### config.mk
export PLATFORM = sky130hd
export DESIGN_NAME = point_rotate_by_degrees
export DESIGN_NICKNAME = d
export VERILOG_FILES = /design/src/rtl/core/ptrot_pkg.sv /design/src/rtl/core/point_rotate_by_degrees.sv /design/src/rtl/core/ptrot_front.sv /design/src/rtl/core/ptrot_queue.sv /design/src/rtl/core/ptrot_back.sv
export SDC_FILE = /design/constraint.sdc
export NUM_CORES = 2
export LEC_CHECK = 0
export ABC_AREA = 1
export BUFFER_PORTS_ARGS = -buffer_cell sky130_fd_sc_hd__buf_2
export CAP_MARGIN = 20
export CORE_AREA = 2 2 302 304
export DETAILED_ROUTE_END_ITERATION = 10
export DIE_AREA = 0 0 304 306
export GPL_TIMING_DRIVEN = 0
export PLACE_DENSITY = 0.66
export SLEW_MARGIN = 20
export SYNTH_ARGS = -nofsm -noshare
export SYNTH_HDL_FRONTEND = slang
export SYNTH_SLANG_ARGS = --single-unit
### constraint.sdc
create_clock -name clk -period 7.8 [get_ports clk]
set_input_delay 1.56 -clock clk [delete_from_list [all_inputs] [get_ports clk]]
set_output_delay 1.56 -clock clk [all_outputs]
set_load 0.01 [all_outputs]
### src/rtl/core/ptrot_pkg.sv
// Package for the point rotation block: sine/cosine table and angle constants.
// No dependencies; imported by every module of the block.
`timescale 1ns / 1ps
`default_nettype none

package ptrot_pkg;

    localparam int ANGLE_BITS = 10;
    localparam int TABLE_FRAC = 14;
    localparam int TABLE_BITS = 15;
    localparam int INDEX_BITS = 6;
    localparam int FOLD_BITS  = 9;

    localparam logic signed [ANGLE_BITS-1:0] ANGLE_LAST = 10'sd359;
    localparam logic [FOLD_BITS-1:0] ANG_360 = 9'd360;
    localparam logic [FOLD_BITS-1:0] ANG_180 = 9'd180;
    localparam logic [FOLD_BITS-1:0] ANG_90  = 9'd90;
    localparam logic [FOLD_BITS-1:0] ANG_45  = 9'd45;

    // Octant fold of one angle
    typedef struct packed {
        logic                  err;
        logic                  neg_s;
        logic                  neg_c;
        logic                  swap;
        logic [INDEX_BITS-1:0] idx;
    } fold_t;

    function automatic logic [TABLE_BITS-1:0] cos_q14(input logic [INDEX_BITS-1:0] idx);
        logic [TABLE_BITS-1:0] v;
        case (idx)
            6'd0:  v = 15'd16384;  6'd1:  v = 15'd16382;  6'd2:  v = 15'd16374;
            6'd3:  v = 15'd16362;  6'd4:  v = 15'd16344;  6'd5:  v = 15'd16322;
            6'd6:  v = 15'd16294;  6'd7:  v = 15'd16262;  6'd8:  v = 15'd16225;
            6'd9:  v = 15'd16182;  6'd10: v = 15'd16135;  6'd11: v = 15'd16083;
            6'd12: v = 15'd16026;  6'd13: v = 15'd15964;  6'd14: v = 15'd15897;
            6'd15: v = 15'd15826;  6'd16: v = 15'd15749;  6'd17: v = 15'd15668;
            6'd18: v = 15'd15582;  6'd19: v = 15'd15491;  6'd20: v = 15'd15396;
            6'd21: v = 15'd15296;  6'd22: v = 15'd15191;  6'd23: v = 15'd15082;
            6'd24: v = 15'd14968;  6'd25: v = 15'd14849;  6'd26: v = 15'd14726;
            6'd27: v = 15'd14598;  6'd28: v = 15'd14466;  6'd29: v = 15'd14330;
            6'd30: v = 15'd14189;  6'd31: v = 15'd14044;  6'd32: v = 15'd13894;
            6'd33: v = 15'd13741;  6'd34: v = 15'd13583;  6'd35: v = 15'd13421;
            6'd36: v = 15'd13255;  6'd37: v = 15'd13085;  6'd38: v = 15'd12911;
            6'd39: v = 15'd12733;  6'd40: v = 15'd12551;  6'd41: v = 15'd12365;
            6'd42: v = 15'd12176;  6'd43: v = 15'd11982;  6'd44: v = 15'd11786;
            6'd45: v = 15'd11585;
            default: v = '0;
        endcase
        return v;
    endfunction

    function automatic logic [TABLE_BITS-1:0] sin_q14(input logic [INDEX_BITS-1:0] idx);
        logic [TABLE_BITS-1:0] v;
        case (idx)
            6'd0:  v = 15'd0;      6'd1:  v = 15'd286;    6'd2:  v = 15'd572;
            6'd3:  v = 15'd857;    6'd4:  v = 15'd1143;   6'd5:  v = 15'd1428;
            6'd6:  v = 15'd1713;   6'd7:  v = 15'd1997;   6'd8:  v = 15'd2280;
            6'd9:  v = 15'd2563;   6'd10: v = 15'd2845;   6'd11: v = 15'd3126;
            6'd12: v = 15'd3406;   6'd13: v = 15'd3686;   6'd14: v = 15'd3964;
            6'd15: v = 15'd4240;   6'd16: v = 15'd4516;   6'd17: v = 15'd4790;
            6'd18: v = 15'd5063;   6'd19: v = 15'd5334;   6'd20: v = 15'd5604;
            6'd21: v = 15'd5872;   6'd22: v = 15'd6138;   6'd23: v = 15'd6402;
            6'd24: v = 15'd6664;   6'd25: v = 15'd6924;   6'd26: v = 15'd7182;
            6'd27: v = 15'd7438;   6'd28: v = 15'd7692;   6'd29: v = 15'd7943;
            6'd30: v = 15'd8192;   6'd31: v = 15'd8438;   6'd32: v = 15'd8682;
            6'd33: v = 15'd8923;   6'd34: v = 15'd9162;   6'd35: v = 15'd9397;
            6'd36: v = 15'd9630;   6'd37: v = 15'd9860;   6'd38: v = 15'd10087;
            6'd39: v = 15'd10311;  6'd40: v = 15'd10531;  6'd41: v = 15'd10749;
            6'd42: v = 15'd10963;  6'd43: v = 15'd11174;  6'd44: v = 15'd11381;
            6'd45: v = 15'd11585;
            default: v = '0;
        endcase
        return v;
    endfunction

endpackage

`default_nettype wire

### src/rtl/core/point_rotate_by_degrees.sv
// Top level of the point rotation block: front end, queue and rotation pipeline.
// Depends on ptrot_pkg, ptrot_front, ptrot_queue and ptrot_back.
`timescale 1ns / 1ps
`default_nettype none

// Rotates a signed point by a whole-degree angle, one point per clock. A word is
// taken at each edge where start is high and busy is low; its result appears on
// x_out, y_out and angle_error for one cycle, marked by done, once the edge that
// took it has written the queue and the product stage, the sum stage and the
// output register have followed in that order. The receiver cannot stall: the
// pipeline drains the two-word queue every cycle, so busy stays low and a new word
// may follow every cycle. The four multipliers of the product stage set the clock
// rate. Angles outside 0..359 return the point unchanged with angle_error set.
// Results are truncated toward zero.
module point_rotate_by_degrees #(
    parameter int COORD_BITS     = 11,
    parameter int TRIG_FRAC_BITS = 14
) (
    input  wire logic                                    clk,
    input  wire logic                                    rst_n,
    input  wire logic                                    start,
    output logic                                         busy,
    input  wire logic signed [ptrot_pkg::ANGLE_BITS-1:0] angle,
    input  wire logic signed [COORD_BITS-1:0]            x_in,
    input  wire logic signed [COORD_BITS-1:0]            y_in,
    output logic                                         done,
    output logic signed [COORD_BITS:0]                   x_out,
    output logic signed [COORD_BITS:0]                   y_out,
    output logic                                         angle_error
);
    import ptrot_pkg::*;

    localparam int TW = TRIG_FRAC_BITS + 2;
    localparam int QW = 1 + 2 * TW + 2 * COORD_BITS;

    logic                          f_err;
    logic signed [TW-1:0]          f_cos;
    logic signed [TW-1:0]          f_sin;
    logic                          push;
    logic                          q_full;
    logic                          q_valid;
    logic [QW-1:0]                 q_in;
    logic [QW-1:0]                 q_out;

    ptrot_front #(
        .TRIG_FRAC_BITS (TRIG_FRAC_BITS)
    ) u_front (
        .angle   (angle),
        .err     (f_err),
        .cos_val (f_cos),
        .sin_val (f_sin)
    );

    assign busy = q_full;
    assign push = start & ~q_full;
    assign q_in = {f_err, f_cos, f_sin, x_in, y_in};

    ptrot_queue #(
        .WIDTH (QW)
    ) u_queue (
        .clk       (clk),
        .rst_n     (rst_n),
        .push      (push),
        .push_data (q_in),
        .full      (q_full),
        .pop_valid (q_valid),
        .pop_data  (q_out)
    );

    ptrot_back #(
        .COORD_BITS     (COORD_BITS),
        .TRIG_FRAC_BITS (TRIG_FRAC_BITS)
    ) u_back (
        .clk         (clk),
        .rst_n       (rst_n),
        .in_valid    (q_valid),
        .in_err      (q_out[QW-1]),
        .in_cos      (q_out[QW-2 -: TW]),
        .in_sin      (q_out[QW-2-TW -: TW]),
        .in_x        (q_out[2*COORD_BITS-1 -: COORD_BITS]),
        .in_y        (q_out[COORD_BITS-1:0]),
        .done        (done),
        .x_out       (x_out),
        .y_out       (y_out),
        .angle_error (angle_error)
    );

endmodule

`default_nettype wire

### src/rtl/core/ptrot_front.sv
// Front end: checks the angle, folds it onto 0..45 degrees and looks up cos/sin.
// Depends on ptrot_pkg.
`timescale 1ns / 1ps
`default_nettype none

module ptrot_front #(
    parameter int TRIG_FRAC_BITS = 14
) (
    input  wire logic signed [ptrot_pkg::ANGLE_BITS-1:0] angle,
    output logic                                         err,
    output logic signed [TRIG_FRAC_BITS+1:0]             cos_val,
    output logic signed [TRIG_FRAC_BITS+1:0]             sin_val
);
    import ptrot_pkg::*;

    localparam int TW  = TRIG_FRAC_BITS + 2;
    localparam int SHL = (TRIG_FRAC_BITS >= TABLE_FRAC) ? TRIG_FRAC_BITS - TABLE_FRAC : 0;
    localparam int SHR = (TRIG_FRAC_BITS < TABLE_FRAC) ? TABLE_FRAC - TRIG_FRAC_BITS : 0;
    localparam logic [31:0] RND = (SHR > 0) ? (32'd1 << (SHR - 1)) : 32'd0;

    fold_t                 fold;
    logic [FOLD_BITS-1:0]  a0;
    logic [FOLD_BITS-1:0]  a1;
    logic [FOLD_BITS-1:0]  a2;
    logic [FOLD_BITS-1:0]  a3;
    logic [31:0]           c_wide;
    logic [31:0]           s_wide;
    logic signed [TW-1:0]  c_tab;
    logic signed [TW-1:0]  s_tab;
    logic signed [TW-1:0]  c_sw;
    logic signed [TW-1:0]  s_sw;

    always_comb
    begin
        fold.err   = angle[ANGLE_BITS-1] | (angle > ANGLE_LAST);
        a0         = angle[FOLD_BITS-1:0];
        fold.neg_s = (a0 > ANG_180);
        a1         = fold.neg_s ? (ANG_360 - a0) : a0;
        fold.neg_c = (a1 > ANG_90);
        a2         = fold.neg_c ? (ANG_180 - a1) : a1;
        fold.swap  = (a2 > ANG_45);
        a3         = fold.swap ? (ANG_90 - a2) : a2;
        fold.idx   = a3[INDEX_BITS-1:0];

        // rescale Q1.14 table to the working fraction, rounding half up when narrowing
        c_wide = ((32'(cos_q14(fold.idx)) << SHL) + RND) >> SHR;
        s_wide = ((32'(sin_q14(fold.idx)) << SHL) + RND) >> SHR;
        c_tab  = c_wide[TW-1:0];
        s_tab  = s_wide[TW-1:0];

        c_sw    = fold.swap ? s_tab : c_tab;
        s_sw    = fold.swap ? c_tab : s_tab;
        cos_val = fold.neg_c ? -c_sw : c_sw;
        sin_val = fold.neg_s ? -s_sw : s_sw;
        err     = fold.err;
    end

endmodule

`default_nettype wire

### src/rtl/core/ptrot_queue.sv
// Two-word queue between the front end and the rotation pipeline.
// Depends on ptrot_pkg only by convention; holds packed words of any width.
`timescale 1ns / 1ps
`default_nettype none

module ptrot_queue #(
    parameter int WIDTH = 64
) (
    input  wire logic             clk,
    input  wire logic             rst_n,
    input  wire logic             push,
    input  wire logic [WIDTH-1:0] push_data,
    output logic                  full,
    output logic                  pop_valid,
    output logic [WIDTH-1:0]      pop_data
);
    import ptrot_pkg::*;

    logic [WIDTH-1:0] mem [2];
    logic             wr_ptr_reg;
    logic             wr_ptr_next;
    logic             rd_ptr_reg;
    logic             rd_ptr_next;
    logic [1:0]       count_reg;
    logic [1:0]       count_next;
    logic             pop;

    // the pipeline behind never stalls: drain a word every cycle one is present
    assign pop       = (count_reg != 2'd0);
    assign pop_valid = pop;
    assign pop_data  = mem[rd_ptr_reg];
    assign full      = (count_reg == 2'd2);

    always_comb
    begin
        wr_ptr_next = push ? ~wr_ptr_reg : wr_ptr_reg;
        rd_ptr_next = pop ? ~rd_ptr_reg : rd_ptr_reg;
        count_next  = count_reg + 2'(push) - 2'(pop);
    end

    always_ff @(posedge clk or negedge rst_n)
    begin
        if (!rst_n)
        begin
            wr_ptr_reg <= 1'b0;
            rd_ptr_reg <= 1'b0;
            count_reg  <= 2'd0;
        end
        else
        begin
            wr_ptr_reg <= wr_ptr_next;
            rd_ptr_reg <= rd_ptr_next;
            count_reg  <= count_next;
        end
    end

    always_ff @(posedge clk)
    begin
        if (push)
        begin
            mem[wr_ptr_reg] <= push_data;
        end
    end

endmodule

`default_nettype wire

### src/rtl/core/ptrot_back.sv
// Rotation pipeline: four products, two sums, truncation toward zero, output register.
// Depends on ptrot_pkg.
`timescale 1ns / 1ps
`default_nettype none

module ptrot_back #(
    parameter int COORD_BITS     = 11,
    parameter int TRIG_FRAC_BITS = 14
) (
    input  wire logic                           clk,
    input  wire logic                           rst_n,
    input  wire logic                           in_valid,
    input  wire logic                           in_err,
    input  wire logic signed [TRIG_FRAC_BITS+1:0] in_cos,
    input  wire logic signed [TRIG_FRAC_BITS+1:0] in_sin,
    input  wire logic signed [COORD_BITS-1:0]   in_x,
    input  wire logic signed [COORD_BITS-1:0]   in_y,
    output logic                                done,
    output logic signed [COORD_BITS:0]          x_out,
    output logic signed [COORD_BITS:0]          y_out,
    output logic                                angle_error
);
    import ptrot_pkg::*;

    localparam int TW = TRIG_FRAC_BITS + 2;
    localparam int PW = TW + COORD_BITS;
    localparam int SW = PW + 1;
    localparam int OW = COORD_BITS + 1;
    localparam logic signed [SW-1:0] BIAS = SW'((64'd1 << TRIG_FRAC_BITS) - 64'd1);

    // stage 1: products
    logic                   v1_reg;
    logic                   err1_reg;
    logic signed [COORD_BITS-1:0] x1_reg;
    logic signed [COORD_BITS-1:0] y1_reg;
    logic signed [PW-1:0]   cx_reg;
    logic signed [PW-1:0]   sy_reg;
    logic signed [PW-1:0]   sx_reg;
    logic signed [PW-1:0]   cy_reg;

    // stage 2: sums
    logic                   v2_reg;
    logic                   err2_reg;
    logic signed [COORD_BITS-1:0] x2_reg;
    logic signed [COORD_BITS-1:0] y2_reg;
    logic signed [SW-1:0]   rx_reg;
    logic signed [SW-1:0]   ry_reg;

    // stage 3: output
    logic                   done_reg;
    logic                   err3_reg;
    logic signed [OW-1:0]   xo_reg;
    logic signed [OW-1:0]   yo_reg;

    logic signed [SW-1:0]   rx_bias;
    logic signed [SW-1:0]   ry_bias;
    logic signed [SW-1:0]   rx_shift;
    logic signed [SW-1:0]   ry_shift;
    logic signed [OW-1:0]   xo_next;
    logic signed [OW-1:0]   yo_next;

    always_comb
    begin
        // truncate toward zero: bias negative sums before the arithmetic shift
        rx_bias  = rx_reg + (rx_reg[SW-1] ? BIAS : SW'(0));
        ry_bias  = ry_reg + (ry_reg[SW-1] ? BIAS : SW'(0));
        rx_shift = rx_bias >>> TRIG_FRAC_BITS;
        ry_shift = ry_bias >>> TRIG_FRAC_BITS;
        if (err2_reg)
        begin
            xo_next = {x2_reg[COORD_BITS-1], x2_reg};
            yo_next = {y2_reg[COORD_BITS-1], y2_reg};
        end
        else
        begin
            xo_next = rx_shift[OW-1:0];
            yo_next = ry_shift[OW-1:0];
        end
    end

    always_ff @(posedge clk or negedge rst_n)
    begin
        if (!rst_n)
        begin
            v1_reg   <= 1'b0;
            v2_reg   <= 1'b0;
            done_reg <= 1'b0;
        end
        else
        begin
            v1_reg   <= in_valid;
            v2_reg   <= v1_reg;
            done_reg <= v2_reg;
        end
    end

    always_ff @(posedge clk)
    begin
        err1_reg <= in_err;
        x1_reg   <= in_x;
        y1_reg   <= in_y;
        cx_reg   <= PW'(in_cos) * PW'(in_x);
        sy_reg   <= PW'(in_sin) * PW'(in_y);
        sx_reg   <= PW'(in_sin) * PW'(in_x);
        cy_reg   <= PW'(in_cos) * PW'(in_y);

        err2_reg <= err1_reg;
        x2_reg   <= x1_reg;
        y2_reg   <= y1_reg;
        rx_reg   <= SW'(cx_reg) - SW'(sy_reg);
        ry_reg   <= SW'(sx_reg) + SW'(cy_reg);

        err3_reg <= err2_reg;
        xo_reg   <= xo_next;
        yo_reg   <= yo_next;
    end

    assign done        = done_reg;
    assign x_out       = xo_reg;
    assign y_out       = yo_reg;
    assign angle_error = err3_reg;

endmodule

`default_nettype wire
==> metrics list <==
- Wire length of the first global-routing pass: between 150000 and 200000 microns
- Synthesis-to-layout area growth: 9.93%
- Later-pin clock latency in the skew report: 0.63 ns
* Critical path class: reg2reg
- Largest buffer count on any clock path: 3
- In the global route stage, met1 resource usage came out at 0.331.
- Vertical die dimension: 306 microns
- At the end of the flow, the number of nets in the layout was 5781.
- For this design, the CTS-stage hold fixing added 0 buffers.
- Crit share post-route: 0.955
* Row count: 110
- Detailed routing inserted a total of 31.2k vias.
* Vias in the first global route: 32.5k
* Flip-flop and latch count after synthesis: 350
- Unrepaired setup endpoints after global routing: yes
- FF-to-FF path depth: 35
* Post-Layout Inst Area: 44000 sq um
- Once detail routing completed, the nets flagged for antenna violations numbered 0.
- In this run the worst path has a maximum fanout of 10.
- Ys async rst share: 0.0200
- Dominant synthesized flop cell: sky130_fd_sc_hd__dfxtp_1
- For this design the top-level I/O count stands at 62.
- Final hold violations: 0
* Post-Route Hold Slack: 0.325 ns
* Largest net degree at the start of global routing: 25
* Worst EP arrival: 7.99 ns
* Placed cell area: 42000 sq um
- The worst setup path is launched from a flop.
- Ranked by flip-flop count, first place goes to u_queue.mem.
- H-tree lvl count: 2
* Count of input and output buffers: 59
* Worst Hold Path Cells: 0
- Worst-Margin Slew: 1.20 ns
- Across all setup checks in the final design, the least slack found is roughly 0.35 ns.
* Critical-path cell with the highest stage delay: sky130_fd_sc_hd__fa_1
- Critical R2R Launch: u_queue.rd_ptr_reg
* Number of fillers in the final layout: around 8.5k
- Once layout is complete, the utilization of the core stands at 0.491.
* Post-route minimum period: approximately 7.5 ns
* Number of antenna violations at the first check in global routing: 8
* M2 GR Usage: 0.411
- The most critical setup path has its startpoint at u_queue.rd_ptr_reg.
- Once detailed placement completed, the half-perimeter wirelength came to 93800 microns.
- Timing analysis after detailed placement gives a worst setup slack of -1.16 ns.
* Synthesized Nets: 5654
* Outcome: complete, no violations
- TritonCTS Sinks: 350
- The worst hold path begins at u_back.x1_reg[5].
- Overall die width: 304 microns
- Average size of a mapped cell: 8.62 sq um
* Gate Count Post-Synth: about 4.6k
- Setup violators final: 0
- In this run the most used layer during global routing was met2.
- Flip-flop count of the largest register after layout: 110
* Headroom to the max-slew limit: 0.201
- Of the synthesized area, sequential elements account for 0.203.
- Vias per Instance: between 5 and 6
- Met3 Usage GRT: 0.0617
- Number of buffers added by the clock tree synthesis step: 43
- The first routing iteration left ~2.4k violations.
* Min-Delay Path Class: reg2reg
- The tool flagged a number of max-cap violations equal to 0.
- Summing every instance area after synthesis gives 40000 sq um.
- Summed over all layers, the global routing overflow is 0.
* Aggregate global-route resource usage: 0.257
* Clock-pin slew of the registers on the worst-case setup and hold paths: 0.06 ns
- Timing would allow up to 134 MHz.
* Nature of the critical path endpoint: flop
* Data required time of the critical path: 8.34 ns
- For this configuration, the core starts out at a cell density of 0.447.
- Floorplan core area: 89600 sq um
- DRT Wirelength: ~120000 microns
- TritonCTS built the clock tree.
- Top library cells by usage in the layout, fill and taps aside: sky130_fd_sc_hd__inv_1, sky130_fd_sc_hd__nand2_1, sky130_fd_sc_hd__fa_1
* Commonest non-fill, non-tap cell in the layout: sky130_fd_sc_hd__inv_1
- Area enclosed by the die boundary: 93000 sq um
- GPL Wtd Cong: 0.974
- Pre-Repair DR Iteration Count: 8
- The synthesized design contains 110 enable-type register cells.
* Count of cell types in the netlist: 55
- The number of slew-limit violations in the final report came to 0.
- Share of final-layout standard cells stronger than drive strength 1: 0.0919
- The largest single stage delay on the critical path is between 0.5 and 0.6 ns.
- Dividing the detail-routed wire length by the instance count gives just under 20 microns.
- For this run, design rule violations remaining after detail routing come to 0.
- Clock Skew: 0.0590 ns
- The root buffer cell chosen for the clock tree is sky130_fd_sc_hd__clkbuf_16.
- Yosys printed 0 warnings.
## critical path: cells and delay by family (launching register included)
| family | cells | cell delay, ns |
|---|---|---|
| and+or+nand+nor | 9 | 0.99 |
| DFF | 1 | 0.47 |
| AOI/OAI and AO/OA | 10 | 1.75 |
| buffers and inverters | 9 | 1.17 |
| adders and majority gates | 6 | 2.83 |
| xor gates and xnor gates | 1 | 0.18 |
## worst paths after layout
kind	to	slack [ns]
max in group asynchronous	u_queue.rd_ptr_reg	6.83
worst max register to register	u_back.cy_reg[25]	0.35
worst max-delay path	u_back.cy_reg[25]	0.35
worst min register to register	u_back.x2_reg[5]	0.32
worst min-delay path	u_back.x2_reg[5]	0.32
min in group asynchronous	u_back.v1_reg	0.81
## Yosys cell counts (3+ instances only)
cell type	n	area (sq um)
sky130_fd_sc_hd__a211oi_1	4	30.0
sky130_fd_sc_hd__a21o_1	11	82.6
sky130_fd_sc_hd__a21oi_1	160	801
sky130_fd_sc_hd__buf_1	17	63.8
sky130_fd_sc_hd__buf_2	14	70.1
sky130_fd_sc_hd__buf_4	3	22.5
sky130_fd_sc_hd__buf_6	6	67.6
sky130_fd_sc_hd__clkbuf_1	104	390
sky130_fd_sc_hd__clkinv_1	20	75.1
sky130_fd_sc_hd__dfrtp_1	7	175
sky130_fd_sc_hd__dfxtp_1	233	4660
sky130_fd_sc_hd__edfxtp_1	110	3300
sky130_fd_sc_hd__fa_1	650	13000
sky130_fd_sc_hd__ha_1	324	4050
sky130_fd_sc_hd__inv_1	903	3390
sky130_fd_sc_hd__inv_2	21	78.8
sky130_fd_sc_hd__nand2_1	900	3380
sky130_fd_sc_hd__nand2_2	22	138
sky130_fd_sc_hd__nand2_4	8	90.1
sky130_fd_sc_hd__nand2_8	3	60.1
sky130_fd_sc_hd__nand3_1	191	956
sky130_fd_sc_hd__nand3_2	3	30.0
sky130_fd_sc_hd__nand3b_1	4	30.0
sky130_fd_sc_hd__nand4_1	17	106
sky130_fd_sc_hd__nor2_1	468	1760
sky130_fd_sc_hd__nor2_2	3	18.8
sky130_fd_sc_hd__nor3_1	3	15.0
sky130_fd_sc_hd__o211ai_1	7	52.6
sky130_fd_sc_hd__o21a_1	3	22.5
sky130_fd_sc_hd__o21ai_0	94	470
sky130_fd_sc_hd__o21ai_1	39	195
sky130_fd_sc_hd__o21bai_1	15	113
sky130_fd_sc_hd__o31ai_1	10	75.1
sky130_fd_sc_hd__or2_2	57	357
sky130_fd_sc_hd__xnor2_1	59	517
sky130_fd_sc_hd__xor2_1	129	1130
## per-stage QoR
stage | TNS (ns) | std cells
after global routing | -0.0168 | 5983
after floorplan | 0 | 4645
after CTS | 0 | 5975
after global placement | -49.40 | 5880
after detailed placement | -21.56 | 5892
final | 0 | 5986
## timing repair
action	in CTS	in global routing
resized for setup	103	163
pin swaps	0	2
setup endpoints to repair	38	29
setup buffers	7	8
## cell type report
type,instances,area [sq um],share of cell area
multi-input cells,3206,28000,0.635
inverters,945,3600,0.0819
plain buffers,140,767,0.0174
clock inverters,25,300,0.00683
diodes,3,7.51,0.000171
well taps,1176,1470,0.0334
repair buffers,86,593,0.0135
flip-flops and latches,350,8140,0.185
clock buffers,55,1150,0.0262
## per-layer routing
metal,up-vias,share of wire
li1,14300,-
met1,15300,0.40
met2,1310,0.44
met3,333,0.11
met4,8,0.050
met5,-,0.00045
## kinds of logic (layout without fill, tap and decap cells)
| kind of cell | after synthesis | after routing | share of synthesized area |
|---|---|---|---|
| flip-flops | 350 | 350 | 0.203 |
| buffers and inverters | 1089 | 1251 | 0.104 |
| AO/OA/AOI/OAI | 355 | 355 | 0.0489 |
| other | 0 | 3 | 0 |
| XOR/XNOR | 188 | 188 | 0.0411 |
| adder cells (fa/ha/maj) | 974 | 974 | 0.426 |
| AND/OR/NAND/NOR | 1689 | 1689 | 0.176 |
Power is left out: the tool's default activity adds up to more than one toggle a clock period on the data nets, which glitch-free logic cannot reach.
